==> config.mk <==
export PLATFORM = sky130hd
export DESIGN_NAME = fixed_block_pool_allocator
export DESIGN_NICKNAME = d
export VERILOG_FILES = /design/src/hw/rtl/fbpa_pkg.sv /design/src/hw/rtl/fbpa_ram.sv /design/src/hw/rtl/fbpa_csr.sv /design/src/hw/rtl/fbpa_ctrl.sv /design/src/hw/rtl/fbpa_datapath.sv /design/src/hw/rtl/fixed_block_pool_allocator.sv
export SDC_FILE = /design/constraint.sdc
export NUM_CORES = 1
export LEC_CHECK = 0
export BUFFER_PORTS_ARGS = -buffer_cell sky130_fd_sc_hd__buf_2
export CAP_MARGIN = 20
export CORE_ASPECT_RATIO = 1.1
export CORE_MARGIN = 2
export CORE_UTILIZATION = 50
export CTS_CLUSTER_SIZE = 16
export DETAILED_ROUTE_END_ITERATION = 6
export MAX_ROUTING_LAYER = met4
export PLACE_DENSITY_LB_ADDON = 0.25
export RECOVER_POWER = 25
export SLEW_MARGIN = 10
export SYNTH_ARGS = -nofsm -noshare
export SYNTH_HDL_FRONTEND = slang
export SYNTH_SLANG_ARGS = --single-unit
==> constraint.sdc <==
create_clock -name clock -period 6.39 [get_ports clock]
set_input_delay 0.3195 -clock clock [delete_from_list [all_inputs] [get_ports clock]]
set_output_delay 0.3195 -clock clock [all_outputs]
set_load 0.01 [all_outputs]
==> src/hw/rtl/fbpa_pkg.sv <==
// fbpa_pkg: types, codes and default constants of the fixed block pool allocator
// used by fbpa_csr, fbpa_ctrl, fbpa_datapath and fixed_block_pool_allocator
// depends on nothing
`default_nettype none

package fbpa_pkg;

   localparam int NUM_BLOCKS_DEFAULT   = 64;
   localparam int WORD_BYTES_DEFAULT   = 8;
   localparam int HEADER_BYTES_DEFAULT = 16;

   localparam logic [31:0] POOL_BASE_RESET      = 32'd0;
   localparam logic [15:0] BLOCK_CAPACITY_RESET = 16'd64;

   localparam int CSR_ADDR_W = 3;

   typedef enum logic {
      CSR_POOL_BASE      = 1'b0,
      CSR_BLOCK_CAPACITY = 1'b1
   } csr_index_type;

   typedef enum logic {
      KIND_ALLOC = 1'b0,
      KIND_FREE  = 1'b1
   } kind_type;

   typedef enum logic [2:0] {
      STATUS_GRANTED   = 3'd0,
      STATUS_POOL_FULL = 3'd1,
      STATUS_TOO_LARGE = 3'd2,
      STATUS_FREED     = 3'd3,
      STATUS_IGNORED   = 3'd4
   } status_type;

   typedef enum logic [3:0] {
      ST_IDLE,
      ST_ALIGN,
      ST_CORR,
      ST_PITCH,
      ST_SPAN,
      ST_DECIDE,
      ST_FETCH,
      ST_ADDR,
      ST_DIV,
      ST_PUSH,
      ST_DONE
   } state_type;

   typedef struct packed {
      logic       latch;
      logic       align;
      logic       corr;
      logic       pitch;
      logic       span;
      logic       pop;
      logic       mul;
      logic       calc_addr;
      logic       div_start;
      logic       div_step;
      logic       push;
      logic       set_code;
      status_type code;
      logic       load_rsp;
   } cmd_type;

   typedef struct packed {
      logic kind_free;
      logic empty;
      logic too_large;
      logic reject_free;
      logic div_last;
   } stat_type;

endpackage

`default_nettype wire

==> src/hw/rtl/fbpa_ram.sv <==
// fbpa_ram: generic single write port, single read port ram with registered read
// no dependencies
`default_nettype none

module fbpa_ram #(
   parameter int WIDTH = 8,
   parameter int DEPTH = 64
) (
   input  wire                      clock,
   input  wire                      wr_en,
   input  wire [$clog2(DEPTH)-1:0]  wr_addr,
   input  wire [WIDTH-1:0]          wr_data,
   input  wire                      rd_en,
   input  wire [$clog2(DEPTH)-1:0]  rd_addr,
   output logic [WIDTH-1:0]         rd_data
);

   logic [WIDTH-1:0] mem_ff [DEPTH];
   logic [WIDTH-1:0] rd_data_ff;

   always_ff @(posedge clock) begin
      if (wr_en) begin
         mem_ff[wr_addr] <= wr_data;
      end
      if (rd_en) begin
         rd_data_ff <= mem_ff[rd_addr];
      end
   end

   assign rd_data = rd_data_ff;

endmodule

`default_nettype wire

==> src/hw/rtl/fbpa_csr.sv <==
// fbpa_csr: apb-style register file holding pool base and block capacity
// depends on fbpa_pkg
`default_nettype none

module fbpa_csr (
   input  wire                               clock,
   input  wire                               reset,
   input  wire                               psel,
   input  wire                               penable,
   input  wire                               pwrite,
   input  wire [fbpa_pkg::CSR_ADDR_W-1:0]    paddr,
   input  wire [31:0]                        pwdata,
   output logic [31:0]                       prdata,
   output logic                              pready,
   output logic [31:0]                       pool_base,
   output logic [15:0]                       block_capacity
);

   logic [31:0] pool_base_ff;
   logic [15:0] block_capacity_ff;
   logic        wr_en;
   fbpa_pkg::csr_index_type index;

   assign index = fbpa_pkg::csr_index_type'(paddr[2]);
   assign wr_en = psel & penable & pwrite;

   always_ff @(posedge clock) begin
      if (reset) begin
         pool_base_ff      <= fbpa_pkg::POOL_BASE_RESET;
         block_capacity_ff <= fbpa_pkg::BLOCK_CAPACITY_RESET;
      end else if (wr_en) begin
         unique case (index)
            fbpa_pkg::CSR_POOL_BASE:      pool_base_ff      <= pwdata;
            fbpa_pkg::CSR_BLOCK_CAPACITY: block_capacity_ff <= pwdata[15:0];
            default: ;
         endcase
      end
   end

   always_comb begin
      unique case (index)
         fbpa_pkg::CSR_POOL_BASE:      prdata = pool_base_ff;
         fbpa_pkg::CSR_BLOCK_CAPACITY: prdata = {16'd0, block_capacity_ff};
         default:                      prdata = 32'd0;
      endcase
   end

   assign pready         = 1'b1;
   assign pool_base      = pool_base_ff;
   assign block_capacity = block_capacity_ff;

endmodule

`default_nettype wire

==> src/hw/rtl/fbpa_ctrl.sv <==
// fbpa_ctrl: sequencer of the allocator, one request at a time
// depends on fbpa_pkg; drives fbpa_datapath through cmd_type, reads stat_type
`default_nettype none

module fbpa_ctrl (
   input  wire                    clock,
   input  wire                    reset,
   input  wire                    req_valid,
   output logic                   req_ready,
   output logic                   rsp_valid,
   input  wire                    rsp_ready,
   input  fbpa_pkg::stat_type     stat,
   output fbpa_pkg::cmd_type      cmd
);

   fbpa_pkg::state_type state_ff, state_in;
   logic                rsp_valid_ff, rsp_valid_in;

   always_ff @(posedge clock) begin
      if (reset) begin
         state_ff     <= fbpa_pkg::ST_IDLE;
         rsp_valid_ff <= 1'b0;
      end else begin
         state_ff     <= state_in;
         rsp_valid_ff <= rsp_valid_in;
      end
   end

   always_comb begin
      state_in     = state_ff;
      cmd          = '0;
      cmd.code     = fbpa_pkg::STATUS_GRANTED;
      req_ready    = 1'b0;
      rsp_valid_in = rsp_valid_ff & ~rsp_ready;
      unique case (state_ff)
         fbpa_pkg::ST_IDLE: begin
            req_ready = 1'b1;
            if (req_valid) begin
               cmd.latch = 1'b1;
               state_in  = fbpa_pkg::ST_ALIGN;
            end
         end
         fbpa_pkg::ST_ALIGN: begin
            cmd.align = 1'b1;
            state_in  = fbpa_pkg::ST_CORR;
         end
         fbpa_pkg::ST_CORR: begin
            cmd.corr = 1'b1;
            state_in = fbpa_pkg::ST_PITCH;
         end
         fbpa_pkg::ST_PITCH: begin
            cmd.pitch = 1'b1;
            state_in  = fbpa_pkg::ST_SPAN;
         end
         fbpa_pkg::ST_SPAN: begin
            cmd.span = 1'b1;
            state_in = fbpa_pkg::ST_DECIDE;
         end
         fbpa_pkg::ST_DECIDE: begin
            priority if (stat.kind_free && stat.reject_free) begin
               cmd.set_code = 1'b1;
               cmd.code     = fbpa_pkg::STATUS_IGNORED;
               state_in     = fbpa_pkg::ST_DONE;
            end else if (stat.kind_free) begin
               cmd.div_start = 1'b1;
               state_in      = fbpa_pkg::ST_DIV;
            end else if (stat.empty) begin
               cmd.set_code = 1'b1;
               cmd.code     = fbpa_pkg::STATUS_POOL_FULL;
               state_in     = fbpa_pkg::ST_DONE;
            end else if (stat.too_large) begin
               cmd.set_code = 1'b1;
               cmd.code     = fbpa_pkg::STATUS_TOO_LARGE;
               state_in     = fbpa_pkg::ST_DONE;
            end else begin
               cmd.pop  = 1'b1;
               state_in = fbpa_pkg::ST_FETCH;
            end
         end
         fbpa_pkg::ST_FETCH: begin
            cmd.mul  = 1'b1;
            state_in = fbpa_pkg::ST_ADDR;
         end
         fbpa_pkg::ST_ADDR: begin
            cmd.calc_addr = 1'b1;
            cmd.set_code  = 1'b1;
            cmd.code      = fbpa_pkg::STATUS_GRANTED;
            state_in      = fbpa_pkg::ST_DONE;
         end
         fbpa_pkg::ST_DIV: begin
            cmd.div_step = 1'b1;
            if (stat.div_last) begin
               state_in = fbpa_pkg::ST_PUSH;
            end
         end
         fbpa_pkg::ST_PUSH: begin
            cmd.push     = 1'b1;
            cmd.set_code = 1'b1;
            cmd.code     = fbpa_pkg::STATUS_FREED;
            state_in     = fbpa_pkg::ST_DONE;
         end
         fbpa_pkg::ST_DONE: begin
            if (!rsp_valid_ff || rsp_ready) begin
               cmd.load_rsp = 1'b1;
               rsp_valid_in = 1'b1;
               state_in     = fbpa_pkg::ST_IDLE;
            end
         end
         default: begin
            state_in = fbpa_pkg::ST_IDLE;
         end
      endcase
   end

   assign rsp_valid = rsp_valid_ff;

endmodule

`default_nettype wire

==> src/hw/rtl/fbpa_datapath.sv <==
// fbpa_datapath: pitch arithmetic, free stack, restoring divider and result register
// depends on fbpa_pkg and fbpa_ram; steered by fbpa_ctrl through cmd_type
`default_nettype none

module fbpa_datapath #(
   parameter int NUM_BLOCKS   = fbpa_pkg::NUM_BLOCKS_DEFAULT,
   parameter int WORD_BYTES   = fbpa_pkg::WORD_BYTES_DEFAULT,
   parameter int HEADER_BYTES = fbpa_pkg::HEADER_BYTES_DEFAULT
) (
   input  wire                                  clock,
   input  wire                                  reset,
   input  fbpa_pkg::cmd_type                    cmd,
   output fbpa_pkg::stat_type                   stat,
   input  wire [31:0]                           pool_base,
   input  wire [15:0]                           block_capacity,
   input  wire                                  req_kind,
   input  wire [15:0]                           req_request_size,
   input  wire [31:0]                           req_free_address,
   output logic [2:0]                           rsp_status,
   output logic [31:0]                          rsp_granted_address,
   output logic [$clog2(NUM_BLOCKS+1)-1:0]      rsp_free_count
);

   localparam int CNT_W   = $clog2(NUM_BLOCKS + 1);
   localparam int IDX_W   = $clog2(NUM_BLOCKS);
   localparam int DC_W    = $clog2(IDX_W + 1);
   localparam int HDR_AL  = ((HEADER_BYTES + WORD_BYTES - 1) / WORD_BYTES) * WORD_BYTES;
   localparam int XW_W    = $clog2(65536 + WORD_BYTES);
   localparam int RSH     = XW_W + 3;
   localparam int RECIP   = (2 ** RSH) / WORD_BYTES;
   localparam int RECIP_W = RSH + 1;
   localparam int QP_W    = XW_W + RECIP_W;
   localparam int PITCH_W = $clog2(HDR_AL + 2 ** XW_W);
   localparam int SPAN_W  = PITCH_W + CNT_W;
   localparam int CMP_W   = (SPAN_W > 32) ? SPAN_W : 32;
   localparam int PROD_W  = IDX_W + PITCH_W;

   // latched request
   logic                kind_ff;
   logic [15:0]         size_ff;
   logic [31:0]         addr_ff;

   // capacity alignment and pitch
   logic [XW_W-1:0]     xw_ff, qest_ff, q_ff, cap_ff;
   logic [PITCH_W-1:0]  pitch_ff;
   logic [SPAN_W-1:0]   span_ff;
   logic [31:0]         off_ff;

   // divider
   logic [SPAN_W-1:0]   rem_ff, rem_in, div_ff;
   logic [IDX_W-1:0]    quo_ff;
   logic [DC_W-1:0]     dcnt_ff;
   logic                div_ge;

   // free stack control
   logic [CNT_W-1:0]    top_ff, low_ff, pop_pos;
   logic [IDX_W-1:0]    pos_ff;
   logic                unwr_ff;
   logic [IDX_W-1:0]    ram_rd_data, pick_idx;

   logic [PROD_W-1:0]   prod_ff;
   logic [31:0]         grant_ff;
   fbpa_pkg::status_type code_ff;

   logic [2:0]          rsp_status_ff;
   logic [31:0]         rsp_granted_ff;
   logic [CNT_W-1:0]    rsp_count_ff;

   logic [XW_W-1:0]     xw_in, qw, r_al;
   logic [QP_W-1:0]     qprod;

   assign xw_in   = XW_W'(block_capacity) + XW_W'(WORD_BYTES - 1);
   assign qprod   = QP_W'(xw_in) * QP_W'(RECIP);
   assign qw      = XW_W'(qest_ff * XW_W'(WORD_BYTES));
   assign r_al    = xw_ff - qw;
   assign pop_pos = top_ff - CNT_W'(1);
   assign div_ge  = rem_ff >= div_ff;
   assign rem_in  = div_ge ? (rem_ff - div_ff) : rem_ff;
   assign pick_idx = unwr_ff ? pos_ff : ram_rd_data;

   always_ff @(posedge clock) begin
      if (cmd.latch) begin
         kind_ff  <= req_kind;
         size_ff  <= req_request_size;
         addr_ff  <= req_free_address;
         grant_ff <= 32'd0;
      end
      if (cmd.align) begin
         xw_ff   <= xw_in;
         qest_ff <= XW_W'(qprod >> RSH);
      end
      if (cmd.corr) begin
         q_ff <= qest_ff + XW_W'(r_al >= XW_W'(WORD_BYTES));
      end
      if (cmd.pitch) begin
         cap_ff   <= XW_W'(q_ff * XW_W'(WORD_BYTES));
         pitch_ff <= PITCH_W'(HDR_AL) + PITCH_W'(q_ff * XW_W'(WORD_BYTES));
      end
      if (cmd.span) begin
         span_ff <= SPAN_W'(pitch_ff) * SPAN_W'(NUM_BLOCKS);
         off_ff  <= addr_ff - pool_base;
      end
      if (cmd.div_start) begin
         rem_ff  <= SPAN_W'(off_ff);
         div_ff  <= SPAN_W'(pitch_ff) << (IDX_W - 1);
         quo_ff  <= '0;
         dcnt_ff <= DC_W'(IDX_W - 1);
      end else if (cmd.div_step) begin
         rem_ff  <= rem_in;
         div_ff  <= div_ff >> 1;
         quo_ff  <= IDX_W'({quo_ff, div_ge});
         dcnt_ff <= dcnt_ff - DC_W'(1);
      end
      if (cmd.pop) begin
         pos_ff  <= pop_pos[IDX_W-1:0];
         unwr_ff <= pop_pos < low_ff;
      end
      if (cmd.mul) begin
         prod_ff <= PROD_W'(pick_idx) * PROD_W'(pitch_ff);
      end
      if (cmd.calc_addr) begin
         grant_ff <= pool_base + 32'(prod_ff) + 32'(HDR_AL);
      end
      if (cmd.set_code) begin
         code_ff <= cmd.code;
      end
      if (cmd.load_rsp) begin
         rsp_status_ff  <= code_ff;
         rsp_granted_ff <= grant_ff;
         rsp_count_ff   <= top_ff;
      end
   end

   // positions below the low watermark were never pushed and still hold their own index
   always_ff @(posedge clock) begin
      if (reset) begin
         top_ff <= CNT_W'(NUM_BLOCKS);
         low_ff <= CNT_W'(NUM_BLOCKS);
      end else if (cmd.pop) begin
         top_ff <= pop_pos;
         if (pop_pos < low_ff) begin
            low_ff <= pop_pos;
         end
      end else if (cmd.push) begin
         top_ff <= top_ff + CNT_W'(1);
      end
   end

   fbpa_ram #(
      .WIDTH (IDX_W),
      .DEPTH (NUM_BLOCKS)
   ) u_stack (
      .clock   (clock),
      .wr_en   (cmd.push),
      .wr_addr (top_ff[IDX_W-1:0]),
      .wr_data (quo_ff),
      .rd_en   (cmd.pop),
      .rd_addr (pop_pos[IDX_W-1:0]),
      .rd_data (ram_rd_data)
   );

   assign stat.kind_free   = fbpa_pkg::kind_type'(kind_ff) == fbpa_pkg::KIND_FREE;
   assign stat.empty       = top_ff == '0;
   assign stat.too_large   = XW_W'(size_ff) > cap_ff;
   assign stat.reject_free = (CMP_W'(off_ff) >= CMP_W'(span_ff))
                             || (top_ff == CNT_W'(NUM_BLOCKS));
   assign stat.div_last    = dcnt_ff == '0;

   assign rsp_status          = rsp_status_ff;
   assign rsp_granted_address = rsp_granted_ff;
   assign rsp_free_count      = rsp_count_ff;

endmodule

`default_nettype wire

==> src/hw/rtl/fixed_block_pool_allocator.sv <==
// fixed_block_pool_allocator: top level, joins registers, sequencer and datapath
// depends on fbpa_pkg, fbpa_csr, fbpa_ctrl, fbpa_datapath, fbpa_ram
//
// usage:
// - req channel carries allocate (kind 0, request_size) or free (kind 1, free_address)
//   transactions; rsp channel returns exactly one transaction per request with status,
//   granted_address (zero unless granted) and the free block count after the request
// - user writes pool_base/block_capacity on apb-style port only while idle; unenforced
// - one request is worked at a time; req_ready is high only between requests
// - a grant pops the stack, multiplies the index by the pitch, adds base and header;
//   a refused or ignored request goes straight to the response; a free runs the
//   restoring divider, one quotient bit per cycle, and then pushes the quotient
// - rsp_valid rises in the same cycle in which req_ready is back high
// - the result sits in an output register; a new request is accepted while it waits,
//   and that request stalls in its final cycle until the receiver takes the old one
// - reset is synchronous: the stack holds every block, base is 0, capacity is 64;
//   no clearing pass, a low watermark marks stack entries never pushed since reset
`default_nettype none

module fixed_block_pool_allocator #(
   parameter int NUM_BLOCKS   = fbpa_pkg::NUM_BLOCKS_DEFAULT,
   parameter int WORD_BYTES   = fbpa_pkg::WORD_BYTES_DEFAULT,
   parameter int HEADER_BYTES = fbpa_pkg::HEADER_BYTES_DEFAULT
) (
   input  wire                               clock,
   input  wire                               reset,
   input  wire                               req_valid,
   output logic                              req_ready,
   input  wire                               req_kind,
   input  wire [15:0]                        req_request_size,
   input  wire [31:0]                        req_free_address,
   output logic                              rsp_valid,
   input  wire                               rsp_ready,
   output logic [2:0]                        rsp_status,
   output logic [31:0]                       rsp_granted_address,
   output logic [$clog2(NUM_BLOCKS+1)-1:0]   rsp_free_count,
   input  wire                               psel,
   input  wire                               penable,
   input  wire                               pwrite,
   input  wire [fbpa_pkg::CSR_ADDR_W-1:0]    paddr,
   input  wire [31:0]                        pwdata,
   output logic [31:0]                       prdata,
   output logic                              pready
);

   logic [31:0]        pool_base;
   logic [15:0]        block_capacity;
   fbpa_pkg::cmd_type  cmd;
   fbpa_pkg::stat_type stat;

   fbpa_csr u_csr (
      .clock          (clock),
      .reset          (reset),
      .psel           (psel),
      .penable        (penable),
      .pwrite         (pwrite),
      .paddr          (paddr),
      .pwdata         (pwdata),
      .prdata         (prdata),
      .pready         (pready),
      .pool_base      (pool_base),
      .block_capacity (block_capacity)
   );

   fbpa_ctrl u_ctrl (
      .clock     (clock),
      .reset     (reset),
      .req_valid (req_valid),
      .req_ready (req_ready),
      .rsp_valid (rsp_valid),
      .rsp_ready (rsp_ready),
      .stat      (stat),
      .cmd       (cmd)
   );

   fbpa_datapath #(
      .NUM_BLOCKS   (NUM_BLOCKS),
      .WORD_BYTES   (WORD_BYTES),
      .HEADER_BYTES (HEADER_BYTES)
   ) u_datapath (
      .clock               (clock),
      .reset               (reset),
      .cmd                 (cmd),
      .stat                (stat),
      .pool_base           (pool_base),
      .block_capacity      (block_capacity),
      .req_kind            (req_kind),
      .req_request_size    (req_request_size),
      .req_free_address    (req_free_address),
      .rsp_status          (rsp_status),
      .rsp_granted_address (rsp_granted_address),
      .rsp_free_count      (rsp_free_count)
   );

   a_one_at_a_time: assert property (@(posedge clock) disable iff (reset)
      req_valid && req_ready |=> !req_ready)
      else $error("request accepted while another is in work");

   a_grant_zero: assert property (@(posedge clock) disable iff (reset)
      rsp_valid && (rsp_status != fbpa_pkg::STATUS_GRANTED) |-> rsp_granted_address == 32'd0)
      else $error("nonzero address on a refused transaction");

   a_count_range: assert property (@(posedge clock) disable iff (reset)
      rsp_valid |-> rsp_free_count <= ($clog2(NUM_BLOCKS+1))'(NUM_BLOCKS))
      else $error("free count above pool size");

   a_freed_count: assert property (@(posedge clock) disable iff (reset)
      rsp_valid && (rsp_status == fbpa_pkg::STATUS_FREED) |-> rsp_free_count != '0)
      else $error("freed transaction reports an empty stack");

endmodule

`default_nettype wire

After elaboration in Yosys (flattened, before gate mapping)
Memories as Yosys holds them, arrays and structs flattened. A register that Yosys moved wholly into a read port is not among the register bits.
Cells that the tools add are included.

operators by class
  add/subtract/negate cells = 11
  $mul = 1
  order comparisons = 5
  eq/ne operators = 14
  multiplexer cells = 49
  bitwise gates (word level) = 5
  reductions and logical operators = 17

operator list
  operator               count
  $mux 25                3
  $mux 32                2
  $pmux 32 s2            1
  $mux 23                2
  $mux 4                 11
  $pmux 4 s10            1
  $add 32x24->32         1
  $add 32x5->32 const B  1
  $ge 32x24->1           1
  $sub 32x32->32         1
  $ge 25x23->1           1
  $mux 1                 25
  $sub 25x23->25         1
  $mul 6x18->24          1
  $add 5x18->18 const A  1
  $add 16x3->17 const B  1
  $ge 17x4->1 const B    1
  $gt 16x17->1           1
  $sub 17x17->17         1
  $eq 4x3->1 const B     4
  $add 14x1->15          1
  $mux 7                 2
  $eq 4x4->1 const B     3
  $pmux 4 s3             1
  other kinds (22)       34

storage, ports and cells
  flip-flop bits (word level) = 409
  memory bits (writable) = 384
  input port bits = 91
  output and inout port bits = 77
  logic and storage cells = 132
  memories = 1

memories
  memory                     words  bits a word  rd ports  clocked after Yosys merged registers in  wr ports  RTL line        RTL
  u_datapath.u_stack.mem_ff  64     6            1         1                                        1         fbpa_ram.sv:18  logic [WIDTH-1:0] mem_ff [DEPTH];

Logic depth before layout (Yosys ltp)
  word-level depth = 7
  depth in mapped cells = 21
  depth with buffers taken out = 18

Hierarchy
From an unflattened synthesis, not the netlist that was laid out.

second synthesis, totals
  cell total of the unflattened synthesis = 2831
  area, all modules = 38067.8 um^2

by module, submodules not included
  module         times used  cells an instance  area each (um^2)  sequential area each (um^2)
  fbpa_datapath  1           1819               19971.7           9569.2
  fbpa_ram       1           720                15285.9           11711.2
  fbpa_csr       1           231                2383.5            960.9
  fbpa_ctrl      1           61                 426.7             100.1

Worst setup path before layout
OpenSTA, ideal clock, no wires.

  path kind = reg2reg
  from = register u_datapath.unwr_ff
  to = register u_datapath.prod_ff[22] (data pin)
  library setup time = 0.258 ns
  arrival = 4.881 ns
  data required time = 6.132 ns
  path slack = 1.252 ns
  cell stages (with the launch flop) = 20
  path buffers = 2
  period minus slack after synthesis = 5.138 ns
  path through = edfxtp_1 -> clkbuf_1 -> mux2i_1 -> clkbuf_1 -> nand2b_1 -> fa_1 -> fa_1 -> fa_1 -> inv_1 -> ha_1 -> nor2b_1 -> o21ai_0 -> a21boi_0 -> o21a_1 -> o21ai_0 -> a21oi_1 -> o31ai_1 -> o2111ai_1 -> a21oi_1 -> xnor2_1

on the way
  word-level cells in the longest chain between the ends = 2

ends and longest elaborated chain
  element                 RTL line              RTL
  start, declared         fbpa_datapath.sv:58   logic unwr_ff;
  start signal, assigned  fbpa_datapath.sv:116  unwr_ff <= pop_pos < low_ff;
  $mux 6                  fbpa_datapath.sv:79   assign pick_idx = unwr_ff ? pos_ff : ram_rd_data;
  $mul 6x18->24           fbpa_datapath.sv:119  prod_ff <= PROD_W'(pick_idx) * PROD_W'(pitch_ff);
  end signal, assigned    fbpa_datapath.sv:119
  end, declared           fbpa_datapath.sv:61   logic [PROD_W-1:0] prod_ff;

Every way passes these cells.
A chain may end at the register's enable or synchronous reset.

Final worst setup path
Ends and elaborated chain as after synthesis.

==> out/results.ini <==
[critical_path]
critical_path.startpoint=u_datapath.unwr_ff
start_kind=flop
cp-end-kind=flop
reg2reg_setup_slack_ns=1.07
rr_endpoint=u_datapath.prod_ff[22]
r2r-start=u_datapath.unwr_ff
crit_fanout=15
critical_path_arrival_ns=5.70
r2r_cells=18
worst_ep_required_time_ns=6.77
timing_worst_setup_path_type=flop to flop

[final_layout]
mostFrequentLayoutCells=sky130_fd_sc_hd__edfxtp_1, sky130_fd_sc_hd__nand2_1, sky130_fd_sc_hd__nor2_1, sky130_fd_sc_hd__inv_1, sky130_fd_sc_hd__ha_1
total_number_of_nets_in_the_final_design=3220
final_common_cell=sky130_fd_sc_hd__edfxtp_1
nFillCells=5570
syn_to_final_growth_pct=15.2
fraction_of_final_layout_cells_sized_beyond_drive_strength_1=0.164

[power_and_ir_drop]
static-leakage-power_nw=14.7
pwr_density_cell_nw_per_um2=275
worst_ir_drop_vdd_mv=0.282

[synth]
synth_area_um2=36500
synth-warning-count=0
synth_enable_flop_cells=690
fraction_of_the_yosys_area_taken_by_sequential_cells=0.612
synth.net_count=2946
synthArstFlopShare=0
synth_seq_cells=771
netlist.area_leader.share=0.567
post_synth_inst_count=2634
synth.lib_cells_used.distinct=82
postSynthAreaPerCell_um2=13.9
synth_area_leader=sky130_fd_sc_hd__edfxtp_1
yosys_most_used_dff=sky130_fd_sc_hd__edfxtp_1
biggest_area_contributors_in_the_synthesized_netlist=sky130_fd_sc_hd__edfxtp_1, sky130_fd_sc_hd__mux4_2, sky130_fd_sc_hd__ha_1, sky130_fd_sc_hd__dfxtp_1, sky130_fd_sc_hd__fa_1

[sta]
worst_hold_slack_ns=0.0761
fmaxAchievable_mhz=188
fin_worst_skew_ns=0.0272
maxSlewViolCount=401
final_period_minus_worst_setup_slack_ns=5.32
finalHoldViolCount=0
fin_setup_tns_ns=0
final.period_utilization=0.833
timing_worst_slew_pin_value_ns=3.10
timing.final.setup_violations=0
timing.slew.headroom=-1.07
rsz0062_at_grt=no

[clock_network]
cts_tree=yes
clk_pin_slew_worst_paths_ns=0.06
cts_made_buffers=81
max_h_tree_level=3
post_cts_resized=0
root_buffer=sky130_fd_sc_hd__clkbuf_16
clk_latency_ns=0.64
clock_sinks=771
clock_path_buffers=3

[die]
die_x_um=262
floorplan.rows=103
boundaryPins=168
effective_utilization_at_floorplan=0.507
fp.dieArea_um2=75200
floorplan.core_area_um2=72000
die_h_um=287

[grt]
grt.overflow.total=0
grt_max_degree=77
grt_antenna_before_repair=1
grt_pass1_vias=22600
grt_first_pass_wirelength_um=132000
globalRouteTotalUtil=0.241

[route]
detailedRoute.firstIterationViolations=1993
drt-vias-per-instance=5.66
number_of_vias_in_the_routed_layout=22200
first_pass_iters=5
wirelength_um=86800
final_antenna_net_count=0
post_dr_wirelength_cell_um=22.1
drt_drc_violations_left=0

[placement]
place.detailed.hpwl_um=60200
io_buffer_count=164
gp_routability_congestion=0.933

[job]
drv_cap=6

[min_path]
min_from=rsp_ready
worst_hold_path_type=input port to flop
holdPathStages=3
whs_endpoint=u_ctrl.rsp_valid

[status]
status=finished with violations
failed_checks=max-capacitance violations, max-slew violations

==> cell type report <==
type / instances / area, um^2 / area share
Multi-Input combinational cell: 1572 / 13100 / 0.311
Sequential cell: 771 / 22300 / 0.531
Inverter: 200 / 751 / 0.0178
Timing Repair Buffer: 282 / 1890 / 0.0448
Clock inverter: 53 / 662 / 0.0157
Tap cell: 945 / 1180 / 0.0281
Antenna cell: 1 / 2.50 / 0.0000595
Clock buffer: 97 / 2140 / 0.0508
==> cell usage after synthesis (all sizes together) (3+ instances only) <==
master	instances
edfxtp	690
nand2	213
nor2	209
inv	199
ha	165
a21oi	124
mux4	120
nor2b	106
o21ai	90
dfxtp	81
xnor2	71
clkbuf	56
fa	56
xor2	42
buf	35
a21o	31
nand2b	31
o21a	31
nand3	30
and3	26
nor3	26
mux2i	21
a211oi	20
a22o	14
and2	14
nor4	11
mux2	10
a31oi	9
nand4	8
or2	8
or3	8
a2111oi	7
o21bai	7
a21boi	6
o31ai	6
o211ai	5
nand3b	4
nor3b	4
a2111o	3
and4	3
or4	3
==> worst max path at each step <==
stage / endpoint / slack, ns / depth (start not counted)
after floorplan: u_datapath.prod_ff[22] / 1.25 / 19
final: u_datapath.prod_ff[22] / 1.07 / 18
after detailed placement: u_datapath.prod_ff[22] / 1.10 / 18
after global routing: u_datapath.prod_ff[22] / 0.52 / 18
after global placement: u_datapath.prod_ff[22] / 1.21 / 18
after CTS: u_datapath.prod_ff[22] / 1.06 / 18
==> registers in the layout, indices dropped and copies added (netlist names), 23 cells and up <==
name / flops
u_csr.pool_base: 32
u_datapath.div_ff: 23
u_datapath.rem_ff: 25
u_datapath.off_ff: 32
u_datapath.addr_ff: 32
u_datapath.grant_ff: 32
u_datapath.u_stack.mem_ff: 384
u_datapath.rsp_granted_address: 32
==> logic make-up after synthesis <==
group	after synthesis	synth area share
AO/OA/AOI/OAI	379	0.0681
XOR/XNOR	113	0.0273
adder cells (fa/ha/maj)	221	0.0872
buffers and inverters	291	0.0314
flip-flops	771	0.612
multiplexers	151	0.0828
other	1	0.000103
AND/OR/NAND/NOR	707	0.0912
==> metrics by stage <==
stage	power (mW)	cell area (um^2)	worst slack [ns]	utilization	instances
detailed placement	6.71	38500	1.10	0.534	3688
CTS	11.7	42100	1.06	0.584	3919
floorplan	6.41	36500	1.25	-	2634
finish	11.6	42100	1.07	0.584	3921
global placement	6.68	38500	1.21	0.534	3687
global route	12.0	42100	0.518	0.584	3921
==> worst max-delay path: stages (launching register included) <==
cell,delay (ns)
sky130_fd_sc_hd__edfxtp_1,0.52
sky130_fd_sc_hd__mux2i_1,0.23
sky130_fd_sc_hd__buf_4,0.24
sky130_fd_sc_hd__nand2b_1,0.16
sky130_fd_sc_hd__fa_1,0.48
sky130_fd_sc_hd__fa_1,0.53
sky130_fd_sc_hd__fa_1,0.55
sky130_fd_sc_hd__inv_1,0.05
sky130_fd_sc_hd__ha_1,0.32
sky130_fd_sc_hd__nor2b_1,0.14
sky130_fd_sc_hd__o21ai_0,0.22
sky130_fd_sc_hd__a21boi_0,0.16
sky130_fd_sc_hd__o21a_1,0.20
sky130_fd_sc_hd__o21ai_0,0.22
sky130_fd_sc_hd__a21oi_1,0.14
sky130_fd_sc_hd__o31ai_1,0.49
sky130_fd_sc_hd__o2111ai_1,0.18
sky130_fd_sc_hd__a21oi_1,0.20
sky130_fd_sc_hd__xnor2_1,0.08
==> where the power goes <==
part / leakage (nW) / switching, mW / total, mW / internal [mW]
registers: 6.50 / 0.0731 / 5.78 / 5.70
logic: 6.79 / 0.540 / 0.878 / 0.338
clock network: 1.36 / 1.99 / 4.93 / 2.93
total: 14.7 / 2.61 / 11.6 / 8.97
==> layer usage <==
layer,routed length [um],share of wire,track usage,vias to the layer above
li1,-,-,-,10200
met1,33700,0.39,0.283,11200
met2,44800,0.52,0.412,649
met3,4840,0.056,0.0422,179
met4,3430,0.039,0.0955,0
met5,0,0,-,-
==> timing repair <==
action | CTS | global route
hold endpoints to repair | 97 | 0
buffers inserted | 0 | 0
hold buffers | 81 | 0
Power figures use the tool's default switching activity.
